==> src/sv/sis_pkg.sv <==
// Shared types, codes and widths of the script instruction sequencer.
`timescale 1ns / 1ps

package sis_pkg;

    localparam int CMD_W      = 2;
    localparam int OP_W       = 4;
    localparam int WORD_W     = 32;
    localparam int START_W    = 16;
    localparam int PC_OUT_W   = 16;
    localparam int KIND_W     = 3;
    localparam int STATUS_W   = 2;
    localparam int S_TDATA_W  = 88;
    localparam int M_TDATA_W  = 56;

    localparam int ADDR_BITS_DEF   = 16;
    localparam int STACK_DEPTH_DEF = 16;
    localparam int FLAG_COUNT_DEF  = 1024;

    localparam logic [CMD_W-1:0] CMD_EXEC    = 2'd0;
    localparam logic [CMD_W-1:0] CMD_CHOICE  = 2'd1;
    localparam logic [CMD_W-1:0] CMD_RESTART = 2'd2;

    localparam logic [OP_W-1:0] OP_NOP    = 4'd0;
    localparam logic [OP_W-1:0] OP_SETF   = 4'd1;
    localparam logic [OP_W-1:0] OP_CLRF   = 4'd2;
    localparam logic [OP_W-1:0] OP_TESTF  = 4'd3;
    localparam logic [OP_W-1:0] OP_TEXT   = 4'd4;
    localparam logic [OP_W-1:0] OP_ADB    = 4'd5;
    localparam logic [OP_W-1:0] OP_XFN    = 4'd6;
    localparam logic [OP_W-1:0] OP_JMP    = 4'd7;
    localparam logic [OP_W-1:0] OP_BRA    = 4'd8;
    localparam logic [OP_W-1:0] OP_EQ     = 4'd9;
    localparam logic [OP_W-1:0] OP_NEQ    = 4'd10;
    localparam logic [OP_W-1:0] OP_CHOOSE = 4'd11;
    localparam logic [OP_W-1:0] OP_CALL   = 4'd12;
    localparam logic [OP_W-1:0] OP_RET    = 4'd13;

    localparam logic [KIND_W-1:0] EV_NONE   = 3'd0;
    localparam logic [KIND_W-1:0] EV_TEXT   = 3'd1;
    localparam logic [KIND_W-1:0] EV_ADB    = 3'd2;
    localparam logic [KIND_W-1:0] EV_XFN    = 3'd3;
    localparam logic [KIND_W-1:0] EV_CHOOSE = 3'd4;

    localparam logic [STATUS_W-1:0] ST_OK       = 2'd0;
    localparam logic [STATUS_W-1:0] ST_BAD_OP   = 2'd1;
    localparam logic [STATUS_W-1:0] ST_OVERFLOW = 2'd2;
    localparam logic [STATUS_W-1:0] ST_IGNORED  = 2'd3;

    typedef struct packed {
        logic [CMD_W-1:0]   command;
        logic [OP_W-1:0]    op;
        logic [WORD_W-1:0]  immediate;
        logic [WORD_W-1:0]  choice_value;
        logic [START_W-1:0] start_address;
    } sis_item_t;

    typedef struct packed {
        logic [PC_OUT_W-1:0] next_pc;
        logic                test_bit;
        logic                asleep;
        logic                stopped;
        logic [KIND_W-1:0]   event_kind;
        logic [WORD_W-1:0]   event_string;
        logic [STATUS_W-1:0] status;
    } sis_result_t;

    typedef struct packed {
        logic we;
        logic data;
    } sis_flag_wr_t;

endpackage

==> src/sv/sis_ram.sv <==
// Generic single-port-write, registered-read RAM.
`timescale 1ns / 1ps

module sis_ram #(
    parameter int WIDTH = 1,
    parameter int DEPTH = 2
) (
    input  logic                     clk,
    input  logic                     we,
    input  logic [$clog2(DEPTH)-1:0] waddr,
    input  logic [WIDTH-1:0]         wdata,
    input  logic                     re,
    input  logic [$clog2(DEPTH)-1:0] raddr,
    output logic [WIDTH-1:0]         rdata
);

    logic [WIDTH-1:0] mem_reg [DEPTH];

    always_ff @(posedge clk)
    begin
        if (we)
        begin
            mem_reg[waddr] <= wdata;
        end
        if (re)
        begin
            rdata <= mem_reg[raddr];
        end
    end

endmodule

==> src/sv/sis_exec.sv <==
// Execute stage: architectural state, return stack and instruction decode.
`timescale 1ns / 1ps

module sis_exec #(
    parameter int ADDR_BITS   = sis_pkg::ADDR_BITS_DEF,
    parameter int STACK_DEPTH = sis_pkg::STACK_DEPTH_DEF
) (
    input  logic                 clk,
    input  logic                 rst_n,
    input  logic                 en,
    input  sis_pkg::sis_item_t   item,
    input  logic                 flag_bit,
    output sis_pkg::sis_result_t result,
    output sis_pkg::sis_flag_wr_t flag_wr
);

    import sis_pkg::*;

    localparam int DEPTH_W = $clog2(STACK_DEPTH + 1);
    localparam int SIDX_W  = (STACK_DEPTH > 1) ? $clog2(STACK_DEPTH) : 1;

    logic [ADDR_BITS-1:0] pc_reg, pc_next, pc_inc, target;
    logic                 cond_reg, cond_next;
    logic [WORD_W-1:0]    chosen_reg, chosen_next;
    logic                 sleep_reg, sleep_next;
    logic                 halt_reg, halt_next;
    logic [DEPTH_W-1:0]   depth_reg, depth_next, depth_m1;
    logic                 push;
    logic [ADDR_BITS-1:0] stack_reg [STACK_DEPTH];
    logic [KIND_W-1:0]    kind;
    logic [WORD_W-1:0]    str;
    logic [STATUS_W-1:0]  status;

    assign pc_inc   = pc_reg + 1'b1;
    assign target   = ADDR_BITS'(item.immediate);
    assign depth_m1 = depth_reg - 1'b1;

    always_comb
    begin
        pc_next      = pc_reg;
        cond_next    = cond_reg;
        chosen_next  = chosen_reg;
        sleep_next   = sleep_reg;
        halt_next    = halt_reg;
        depth_next   = depth_reg;
        push         = 1'b0;
        kind         = EV_NONE;
        str          = '0;
        status       = ST_OK;
        flag_wr.we   = 1'b0;
        flag_wr.data = 1'b0;
        priority if (item.command == CMD_CHOICE)
        begin
            chosen_next = item.choice_value;
            sleep_next  = 1'b0;
        end
        else if (item.command == CMD_RESTART)
        begin
            pc_next    = ADDR_BITS'(item.start_address);
            sleep_next = 1'b0;
            halt_next  = 1'b0;
            depth_next = '0;
        end
        else if (item.command != CMD_EXEC || sleep_reg || halt_reg)
        begin
            status = ST_IGNORED;
        end
        else
        begin
            pc_next = pc_inc;
            unique case (item.op)
                OP_NOP: ;
                OP_SETF:
                begin
                    flag_wr.we   = 1'b1;
                    flag_wr.data = 1'b1;
                end
                OP_CLRF:   flag_wr.we = 1'b1;
                OP_TESTF:  cond_next = flag_bit;
                OP_TEXT:
                begin
                    kind = EV_TEXT;
                    str  = item.immediate;
                end
                OP_ADB:
                begin
                    kind = EV_ADB;
                    str  = item.immediate;
                end
                OP_XFN:
                begin
                    kind = EV_XFN;
                    str  = item.immediate;
                end
                OP_JMP:    pc_next = target;
                OP_BRA:
                begin
                    if (cond_reg)
                    begin
                        pc_next = target;
                    end
                end
                OP_EQ:     cond_next = (chosen_reg == item.immediate);
                OP_NEQ:    cond_next = (chosen_reg != item.immediate);
                OP_CHOOSE:
                begin
                    sleep_next = 1'b1;
                    kind       = EV_CHOOSE;
                end
                OP_CALL:
                begin
                    if (depth_reg == DEPTH_W'(STACK_DEPTH))
                    begin
                        halt_next = 1'b1;
                        status    = ST_OVERFLOW;
                    end
                    else
                    begin
                        push       = 1'b1;
                        depth_next = depth_reg + 1'b1;
                        pc_next    = target;
                    end
                end
                OP_RET:
                begin
                    if (depth_reg != '0)
                    begin
                        depth_next = depth_m1;
                        pc_next    = stack_reg[depth_m1[SIDX_W-1:0]];
                    end
                    else
                    begin
                        halt_next = 1'b1;
                    end
                end
                default:   status = ST_BAD_OP;
            endcase
        end
    end

    assign result.next_pc      = PC_OUT_W'(pc_next);
    assign result.test_bit     = cond_next;
    assign result.asleep       = sleep_next;
    assign result.stopped      = halt_next;
    assign result.event_kind   = kind;
    assign result.event_string = str;
    assign result.status       = status;

    always_ff @(posedge clk or negedge rst_n)
    begin
        if (!rst_n)
        begin
            pc_reg     <= '0;
            cond_reg   <= 1'b0;
            chosen_reg <= '0;
            sleep_reg  <= 1'b0;
            halt_reg   <= 1'b1;
            depth_reg  <= '0;
        end
        else if (en)
        begin
            pc_reg     <= pc_next;
            cond_reg   <= cond_next;
            chosen_reg <= chosen_next;
            sleep_reg  <= sleep_next;
            halt_reg   <= halt_next;
            depth_reg  <= depth_next;
        end
    end

    always_ff @(posedge clk)
    begin
        if (en && push)
        begin
            stack_reg[depth_reg[SIDX_W-1:0]] <= pc_inc;
        end
    end

endmodule

==> src/sv/script_instruction_sequencer_top.sv <==
// Top level of the script instruction sequencer: input pipeline, flag RAM, output register.
//
// channel | direction | handshake         | payload
// s_*     | in        | s_tvalid/s_tready | s_tdata: op, immediate, choice_value, start_address
//         |           |                   | s_tuser: command
// m_*     | out       | m_tvalid/m_tready | m_tdata: next_pc .. status; m_tuser: event_kind
//
// One transfer per cycle while the output is not stalled and the flag clear is done;
// a result passes the input register, flag index reduction, flag RAM read and result register.
// After reset the flag RAM is cleared one entry per cycle, with s_tready low until all
// FLAG_COUNT entries are cleared.
// A stalled m_tready stalls the whole pipeline; s_tready follows it.
`timescale 1ns / 1ps

module script_instruction_sequencer_top #(
    parameter int ADDR_BITS   = sis_pkg::ADDR_BITS_DEF,
    parameter int STACK_DEPTH = sis_pkg::STACK_DEPTH_DEF,
    parameter int FLAG_COUNT  = sis_pkg::FLAG_COUNT_DEF
) (
    input  logic                          clk,
    input  logic                          rst_n,
    input  logic                          s_tvalid,
    output logic                          s_tready,
    // op[3:0], immediate[35:4], choice_value[67:36], start_address[83:68], zero[87:84]
    input  logic [sis_pkg::S_TDATA_W-1:0] s_tdata,
    // command[1:0]
    input  logic [sis_pkg::CMD_W-1:0]     s_tuser,
    output logic                          m_tvalid,
    input  logic                          m_tready,
    // next_pc[15:0], test_bit[16], asleep[17], stopped[18], event_string[50:19],
    // status[52:51], zero[55:53]
    output logic [sis_pkg::M_TDATA_W-1:0] m_tdata,
    // event_kind[2:0]
    output logic [sis_pkg::KIND_W-1:0]    m_tuser
);

    import sis_pkg::*;

    localparam int FIDX_W = $clog2(FLAG_COUNT);
    localparam int PROD_W = 2 * WORD_W + 1;
    localparam logic [PROD_W-1:0] RECIP_M =
        ((PROD_W'(1) << (WORD_W + FIDX_W)) + PROD_W'(FLAG_COUNT) - PROD_W'(1))
        / PROD_W'(FLAG_COUNT);

    logic              adv;
    logic              clearing_reg;
    logic [FIDX_W-1:0] clr_cnt_reg;

    logic              s0_valid_reg, s1_valid_reg, s2_valid_reg, out_valid_reg;
    sis_item_t         in_item, s0_item_reg, s1_item_reg, s2_item_reg;
    logic [PROD_W-1:0] prod;
    logic [WORD_W-1:0] q_reg;
    logic [WORD_W-1:0] s1_rem;
    logic [FIDX_W-1:0] s1_fidx, s2_fidx_reg;

    logic              fwd_hit_reg, fwd_hit_next, fwd_data_reg;
    logic              ram_we, ram_wdata, ram_rdata;
    logic [FIDX_W-1:0] ram_waddr;
    logic              flag_bit;
    logic              exec_en;
    sis_result_t       exec_result, out_reg;
    sis_flag_wr_t      flag_wr;

    assign adv      = !out_valid_reg || m_tready;
    assign s_tready = adv && !clearing_reg;
    assign exec_en  = adv && s2_valid_reg;

    assign in_item.command       = s_tuser;
    assign in_item.op            = s_tdata[3:0];
    assign in_item.immediate     = s_tdata[35:4];
    assign in_item.choice_value  = s_tdata[67:36];
    assign in_item.start_address = s_tdata[83:68];

    // immediate modulo FLAG_COUNT by reciprocal multiplication
    assign prod    = PROD_W'(s0_item_reg.immediate) * RECIP_M;
    assign s1_rem  = s1_item_reg.immediate - WORD_W'(q_reg * WORD_W'(FLAG_COUNT));
    assign s1_fidx = s1_rem[FIDX_W-1:0];

    assign ram_we    = clearing_reg || (exec_en && flag_wr.we);
    assign ram_waddr = clearing_reg ? clr_cnt_reg : s2_fidx_reg;
    assign ram_wdata = !clearing_reg && flag_wr.data;

    assign fwd_hit_next = exec_en && flag_wr.we && (s2_fidx_reg == s1_fidx);
    assign flag_bit     = fwd_hit_reg ? fwd_data_reg : ram_rdata;

    sis_ram #(
        .WIDTH (1),
        .DEPTH (FLAG_COUNT)
    ) u_flag_ram (
        .clk   (clk),
        .we    (ram_we),
        .waddr (ram_waddr),
        .wdata (ram_wdata),
        .re    (adv),
        .raddr (s1_fidx),
        .rdata (ram_rdata)
    );

    sis_exec #(
        .ADDR_BITS   (ADDR_BITS),
        .STACK_DEPTH (STACK_DEPTH)
    ) u_exec (
        .clk      (clk),
        .rst_n    (rst_n),
        .en       (exec_en),
        .item     (s2_item_reg),
        .flag_bit (flag_bit),
        .result   (exec_result),
        .flag_wr  (flag_wr)
    );

    always_ff @(posedge clk or negedge rst_n)
    begin
        if (!rst_n)
        begin
            clearing_reg  <= 1'b1;
            clr_cnt_reg   <= '0;
            s0_valid_reg  <= 1'b0;
            s1_valid_reg  <= 1'b0;
            s2_valid_reg  <= 1'b0;
            out_valid_reg <= 1'b0;
            fwd_hit_reg   <= 1'b0;
        end
        else
        begin
            if (clearing_reg)
            begin
                clr_cnt_reg <= clr_cnt_reg + 1'b1;
                if (clr_cnt_reg == FIDX_W'(FLAG_COUNT - 1))
                begin
                    clearing_reg <= 1'b0;
                end
            end
            if (adv)
            begin
                s0_valid_reg  <= s_tvalid && s_tready;
                s1_valid_reg  <= s0_valid_reg;
                s2_valid_reg  <= s1_valid_reg;
                out_valid_reg <= s2_valid_reg;
                fwd_hit_reg   <= s1_valid_reg && fwd_hit_next;
            end
        end
    end

    always_ff @(posedge clk)
    begin
        if (adv)
        begin
            s0_item_reg  <= in_item;
            s1_item_reg  <= s0_item_reg;
            q_reg        <= WORD_W'(prod >> (WORD_W + FIDX_W));
            s2_item_reg  <= s1_item_reg;
            s2_fidx_reg  <= s1_fidx;
            fwd_data_reg <= flag_wr.data;
            out_reg      <= exec_result;
        end
    end

    assign m_tvalid = out_valid_reg;
    assign m_tuser  = out_reg.event_kind;
    assign m_tdata  = {3'b000, out_reg.status, out_reg.event_string, out_reg.stopped,
                       out_reg.asleep, out_reg.test_bit, out_reg.next_pc};

    a_ignored_no_event: assert property (@(posedge clk) disable iff (!rst_n)
        m_tvalid && out_reg.status == ST_IGNORED |-> m_tuser == EV_NONE)
        else $error("ignored step produced an event");

    a_choose_sleeps: assert property (@(posedge clk) disable iff (!rst_n)
        m_tvalid && m_tuser == EV_CHOOSE |-> out_reg.asleep)
        else $error("choosing request without sleep");

    a_overflow_halts: assert property (@(posedge clk) disable iff (!rst_n)
        m_tvalid && out_reg.status == ST_OVERFLOW |-> out_reg.stopped)
        else $error("stack overflow did not halt");

    a_clear_idle: assert property (@(posedge clk) disable iff (!rst_n)
        clearing_reg |-> !s0_valid_reg && !m_tvalid)
        else $error("item in flight during flag clear");

endmodule

==> config.mk <==
export PLATFORM = sky130hd
export DESIGN_NAME = script_instruction_sequencer_top
export DESIGN_NICKNAME = d
export VERILOG_FILES = /design/src/sv/sis_pkg.sv /design/src/sv/sis_ram.sv /design/src/sv/sis_exec.sv /design/src/sv/script_instruction_sequencer_top.sv
export SDC_FILE = /design/constraint.sdc
export NUM_CORES = 2
export LEC_CHECK = 0
export ABC_AREA = 1
export BUFFER_PORTS_ARGS = -buffer_cell sky130_fd_sc_hd__clkbuf_2
export CORE_MARGIN = 3
export CORE_UTILIZATION = 55
export DETAILED_ROUTE_END_ITERATION = 10
export PLACE_DENSITY_LB_ADDON = 0.3
export SETUP_SLACK_MARGIN = 0.5
export SLEW_MARGIN = 20
export SYNTH_ARGS = -nofsm -noshare
export SYNTH_HDL_FRONTEND = slang
export SYNTH_SLANG_ARGS = --single-unit
==> constraint.sdc <==
create_clock -name clk -period 70 [get_ports clk]
set_input_delay 3.5 -clock clk [delete_from_list [all_inputs] [get_ports clk]]
set_output_delay 3.5 -clock clk [all_outputs]
set_load 0.02 [all_outputs]
# --- Word-level counts from Yosys, hierarchy flattened ---
# Memories as Yosys holds them, arrays and structs flattened. A register that Yosys moved wholly into a read port is not among the register bits.
# Cells that the tools add are included.
totals:
  regBits: 397
  mem_bits_rw: 1280
  in_bits: 94
  output_inout_bits: 61
  wordCells: 143
  n_memories: 2
op_classes:
  n_addsub: 5
  eq_ne: 23
  mux: 48
  bitwise: 2
  n_reduce_logical: 26
memory_table:
  columns: ["name", "depth", "word_bits", "rd", "rd_clocked_by_memory_dff", "write_ports", "line", "text"]
  rows:
  - ["u_flag_ram.mem_reg", 1024, 1, 1, 1, 1, "sis_ram.sv:17", "logic [WIDTH-1:0] mem_reg [DEPTH];"]
  - ["u_exec.stack_reg", 16, 16, 1, 0, 1, "sis_exec.sv:29", "logic [ADDR_BITS-1:0] stack_reg [STACK_DEPTH];"]
ops:
  columns: ["op", "count"]
  rows:
  - ["$mux 16", 6]
  - ["$pmux 16 s4", 1]
  - ["$eq 32x32->1", 1]
  - ["$ne 32x32->1", 1]
  - ["$mux 1", 26]
  - ["$eq 4x4->1 const B", 6]
  - ["$mux 5", 4]
  - ["$add 16x1->16 const B", 1]
  - ["$eq 4x3->1 const B", 4]
  - ["$reduce_or 13->1", 1]
  - ["$pmux 3 s4", 1]
  - ["$add 10x1->10 const B", 1]
  - ["$eq 10x10->1", 1]
  - ["$eq 10x10->1 const B", 1]
  - ["$mux 10", 1]
  - ["$mux 2", 5]
  - ["$pmux 5 s2", 1]
  - ["$sub 10x1->10 const B", 1]
  - ["$eq 4x2->1 const B", 2]
  - ["$logic_and 1x1->1", 8]
  - ["$reduce_and 6->1", 1]
  - ["$reduce_or 3->1", 2]
  - ["$add 5x1->5 const B", 1]
  - ["$eq 5x5->1 const B", 1]
  - ["other kinds (20)", 26]

# --- Depth between registers and ports, before layout ---
logic_depth:
  ltp_word: 10
  ltp_mapped: 21
  mapped_depth_nobuf: 15

# --- Hierarchy ---
# From an unflattened synthesis, not the netlist that was laid out.
hier_totals:
  cells_unflattened: 6696
  hier_area_um2: 71815.1
modules_own_cells:
  columns: ["mod", "instances", "cells_per_inst", "area_per_inst_um2", "seq_area_each_um2"]
  rows:
  - ["sis_ram", 1, 4679, 46402.0, 30779.5]
  - ["sis_exec", 1, 1538, 14850.5, 9090.0]
  - ["script_instruction_sequencer_top", 1, 479, 10562.6, 9860.7]

# --- Worst setup path after synthesis ---
# No wires, ideal clock.
synth_path:
  kind: "register -> register"
  start: "reg s2_item_reg[84] (netlist bit)"
  end: "mem u_flag_ram.mem_reg[0] (data pin)"
  setup_ns: 10.586
  arrival_time_ns: 54.492
  required_time_ns: 59.414
  slack_ns: 4.922
  stages_incl_launch_ff: 10
  n_path_buf: 1
  period_less_slack_ns: 65.078
  path_cell_list: "edfxtp_1 inv_1 ha_1 inv_1 nor3_4 inv_2 nor2_8 nand2_2 clkbuf_1 nor4_1"
synth_via:
  elab_chain_len: 7
  elab_cells_between_ends: 9
  cone_classes: "eq/ne (2); mux (3); reduce/logical (4)"
synth_lines:
  columns: ["item", "line", "text"]
  rows:
  - ["start, declared", "script_instruction_sequencer_top.sv:50", "sis_item_t in_item, s0_item_reg, s1_item_reg, s2_item_reg;"]
  - ["start signal, assigned", "script_instruction_sequencer_top.sv:152", "s2_item_reg <= s1_item_reg;"]
  - ["$reduce_bool 2->1", "sis_exec.sv:64", "else if (item.command != CMD_EXEC || sleep_reg || halt_reg)"]
  - ["$logic_or 1x1->1 (2 in series)", "sis_exec.sv:64", null]
  - ["$mux 2", "sis_exec.sv:64", null]
  - ["$mux 2", "sis_exec.sv:57", "else if (item.command == CMD_RESTART)"]
  - ["$mux 2 (*)", "sis_exec.sv:52", "priority if (item.command == CMD_CHOICE)"]
  - ["$logic_and 1x1->1 (*)", "script_instruction_sequencer_top.sv:81", "assign ram_wdata = !clearing_reg && flag_wr.data;"]
  - ["named net ram_wdata", "script_instruction_sequencer_top.sv:57", "logic ram_we, ram_wdata, ram_rdata;"]
  - ["end, declared", "sis_ram.sv:17", null]
# Mark *: on every way through the listed nets, which the timed path passes. The rest lies on a longest branch.

# --- Final worst setup path ---
layout_path:
  start: "in m_tready"
  end: "out s_tready"
layout_via:
  elab_chain_len: 2
layout_lines:
  columns: ["item", "line", "text"]
  rows:
  - ["start, declared", "script_instruction_sequencer_top.sv:29", "input logic m_tready,"]
  - ["$logic_or 1x1->1", "script_instruction_sequencer_top.sv:64", "assign adv = !out_valid_reg || m_tready;"]
  - ["$logic_and 1x1->1", "script_instruction_sequencer_top.sv:65", "assign s_tready = adv && !clearing_reg;"]
  - ["end, declared", "script_instruction_sequencer_top.sv:23", "output logic s_tready,"]
# No other way between the ends.

==> impl_metrics.ini <==
[outcome]
run_status = complete, no violations

[routing]
drt_iter0_markers = 6369
vias_per_cell = 5.88
first_pass_iters = 6
drc = 0
final_routed_wirelength_across_all_metal_layers_um = 185000
detailroute.via_count = 48900
post_drt_wl_per_cell_um = 22.2
detail-route-antenna-nets = 0

[finish]
finish.instance_area_um2 = 78200
multiInputGateArea_um2 = 18900
layout.cells.most_common = sky130_fd_sc_hd__edfxtp_1
finalNetCount = 6560
final_cells = 8321
area.growth.synth_to_final_pct = 9.49
nFillCells = 10100
final_util = 0.610
fraction_of_layout_cells_with_a_size_suffix_above_1 = 0.0994
final_cell_mix = sky130_fd_sc_hd__edfxtp_1 (1596), sky130_fd_sc_hd__nand2_1 (1441), sky130_fd_sc_hd__nand3_1 (1189)
largest_reg_flops = 1024
reg_area_um2 = 49700

[yosys]
yosys_warnings = 0
synth_ff_type = sky130_fd_sc_hd__edfxtp_1
netlist_area_um2 = 71400
syn_area_per_cell_um2 = 10.9
synth_edf_count = 1596
yosys_register_bits = 1668
syn_inst = 6540
ys_seq_area_frac = 0.696
async_set_or_reset_register_ratio_after_synthesis = 0.0432
synth.distinct_cells = 58

[critical_path]
worst-endpoint-required_ns = 66.50
reg2regPathDepth = 12
critical_path_origin = m_tready
crit_path_end = s_tready
cp-end-kind = output pin
worst-endpoint-arrival_ns = 4.33
worst_setup_path_start_kind = primary input
cpMostUsedCell = sky130_fd_sc_hd__clkbuf_2
crit_path_max_fanout = 6
critical_path.cell_chain = clkbuf_2 > nor2_2 > nor2_1 > clkbuf_2
critical_path_class = primary input to output pin
reg2reg_slack_ns = 64.75
worst_path_max_delay_cell = sky130_fd_sc_hd__nor2_2
regToRegStartpoint = s2_item_reg[84]$_DFFE_PN_
r2r-end = u_flag_ram.mem_reg[539]$_DFFE_PP_
max_stage_delay_ns = 0.35

[clock_network]
clock_tree.root_cell = sky130_fd_sc_hd__clkbuf_16
postCtsSetupRepairBufs = 0
clock_path_buffers = 3
cts_inserted_buffers = 164
clk_latency_ns = 0.81
h-tree-depth = 4
cts.sink_count = 1668
ctsHoldBuffers = 0
ctsResizeCount = 0
clock_transition_at_path_regs_ns = 0.06
cts_tree = yes

[power]
sw_frac_of_total = 0.331
comb_power_share = 0.248
net_switching_mw = 0.923
power.share.sequential = 0.446
cellLeakagePower_nw = 28.3
totalPowerFinal_mw = 2.79
worst_ir_drop_vdd_uv = 23.2
internal-power_mw = 1.86
powerDensity_nw_per_um2 = 35.6
power.share.clock = 0.306

[timing]
report.final.setup_viol = 0
slew-limit-headroom = 0.199
setup_total_negative_slack_ns = 0
timing_hold_violations_final = 0
finalClockSkew_ns = 0.0297
worst-slew-pin-transition_ns = 1.20
layout_worst_path_cycle_share = 0.112
drv_slew = 0
rsz_0062_raised_after_global_routing = false
final_period_minus_worst_setup_slack_ns = 7.83
fmaxAchievable_ghz = 0.128

[die]
initial_core_util = 0.557
rows = 131
area_of_the_die_um2 = 134000
coreArea_um2 = 128000
die-width_um = 366
die-height_um = 366
io_pins = 155

[grt]
grt_pass1_wl_um = 275000
first_global_vias = 46000
overflow = 0
grt_resource_usage_total = 0.269
grt_max_degree = 321
grt_antenna_before_repair = 2

[place]
io_buffer_count = 147
place_inst = 8018
replace_congestion = 0.846
dp.final_hpwl_um = 93200
placed_cell_area_um2 = 73000

[job]
cap_viol_max_count = 0

[hold_path]
hold_path_class = flip-flop to flip-flop
[cell usage after synthesis, types with 23 or more instances]
master	count	area [um2]
sky130_fd_sc_hd__edfxtp_1	1596	47900
sky130_fd_sc_hd__o21ai_0	39	195
sky130_fd_sc_hd__a21oi_1	68	340
sky130_fd_sc_hd__clkbuf_1	182	683
sky130_fd_sc_hd__buf_2	213	1070
sky130_fd_sc_hd__mux2_2	28	315
sky130_fd_sc_hd__nand2_1	1483	5570
sky130_fd_sc_hd__dfrtp_1	70	1750
sky130_fd_sc_hd__a22oi_1	23	173
sky130_fd_sc_hd__nor2_4	25	282
sky130_fd_sc_hd__xor2_1	37	324
sky130_fd_sc_hd__inv_1	166	623
sky130_fd_sc_hd__buf_1	72	270
sky130_fd_sc_hd__nand3_1	1189	5950
sky130_fd_sc_hd__nor2_2	27	169
sky130_fd_sc_hd__nor2_1	1130	4240
[worst min-delay path by stage]
stage                              start  cells after the start                   endpoint  slack, ns
3_3_place_gp   s0_item_reg[40]$_DFFE_PN_                      0  s1_item_reg[40]$_DFFE_PN_       0.40
5_1_grt        s1_item_reg[71]$_DFFE_PN_                      0  s2_item_reg[71]$_DFFE_PN_       0.41
6_report       s0_item_reg[70]$_DFFE_PN_                      0  s1_item_reg[70]$_DFFE_PN_       0.40
2_1_floorplan   s0_item_reg[0]$_DFFE_PN_                      0   s1_item_reg[0]$_DFFE_PN_       0.40
3_5_place_dp   s0_item_reg[20]$_DFFE_PN_                      0  s1_item_reg[20]$_DFFE_PN_       0.40
4_1_cts        s0_item_reg[70]$_DFFE_PN_                      0  s1_item_reg[70]$_DFFE_PN_       0.40
[cells by family after synthesis]
group | count (synthesis) | synth area share
simple gates | 3919 | 0.233
flops | 1668 | 0.696
buf+inv | 677 | 0.0413
compound gates | 186 | 0.0159
xor+xnor | 51 | 0.00662
mux | 28 | 0.00442
fa+ha+maj | 10 | 0.00175
other cells | 1 | 0.0000525
[per-stage QoR]
step,worst slack [ns],hold WS [ns]
finish,62.17,0.400
global route,62.11,0.411
CTS,62.17,0.403
detailed placement,62.17,0.405
global placement,62.17,0.401
floorplan,4.92,0.400
[power groups by stage]
stage	registers, mW	clock network [mW]	logic, mW
after floorplan	1.30	0	0.453
after global placement	1.26	0	0.666
after detailed placement	1.26	0	0.678
after CTS	1.24	0.860	0.682
after global routing	1.25	0.903	0.748
final	1.24	0.853	0.690
[final cells by class]
class,count,area share
timing repair buffer,234,0.0191
sequential,1668,0.636
clock inverter,90,0.00939
tap,1729,0.0277
clock buffer,211,0.0563
multi-input combinational,4197,0.242
inverter,191,0.00959
antenna,1,0.0000320
[layer usage]
layer  wire length, um  GRT usage
met5                13          0
met4              8260      0.121
met3             17600     0.0493
met2             90000      0.447
met1             68700      0.348
[worst max-delay path: cells and delay by family]
kind | cells | cell delay [ns]
simple gates | 2 | 0.52
buf+inv | 2 | 0.30
No activity file was read; power rests on OpenSTA's default activity.
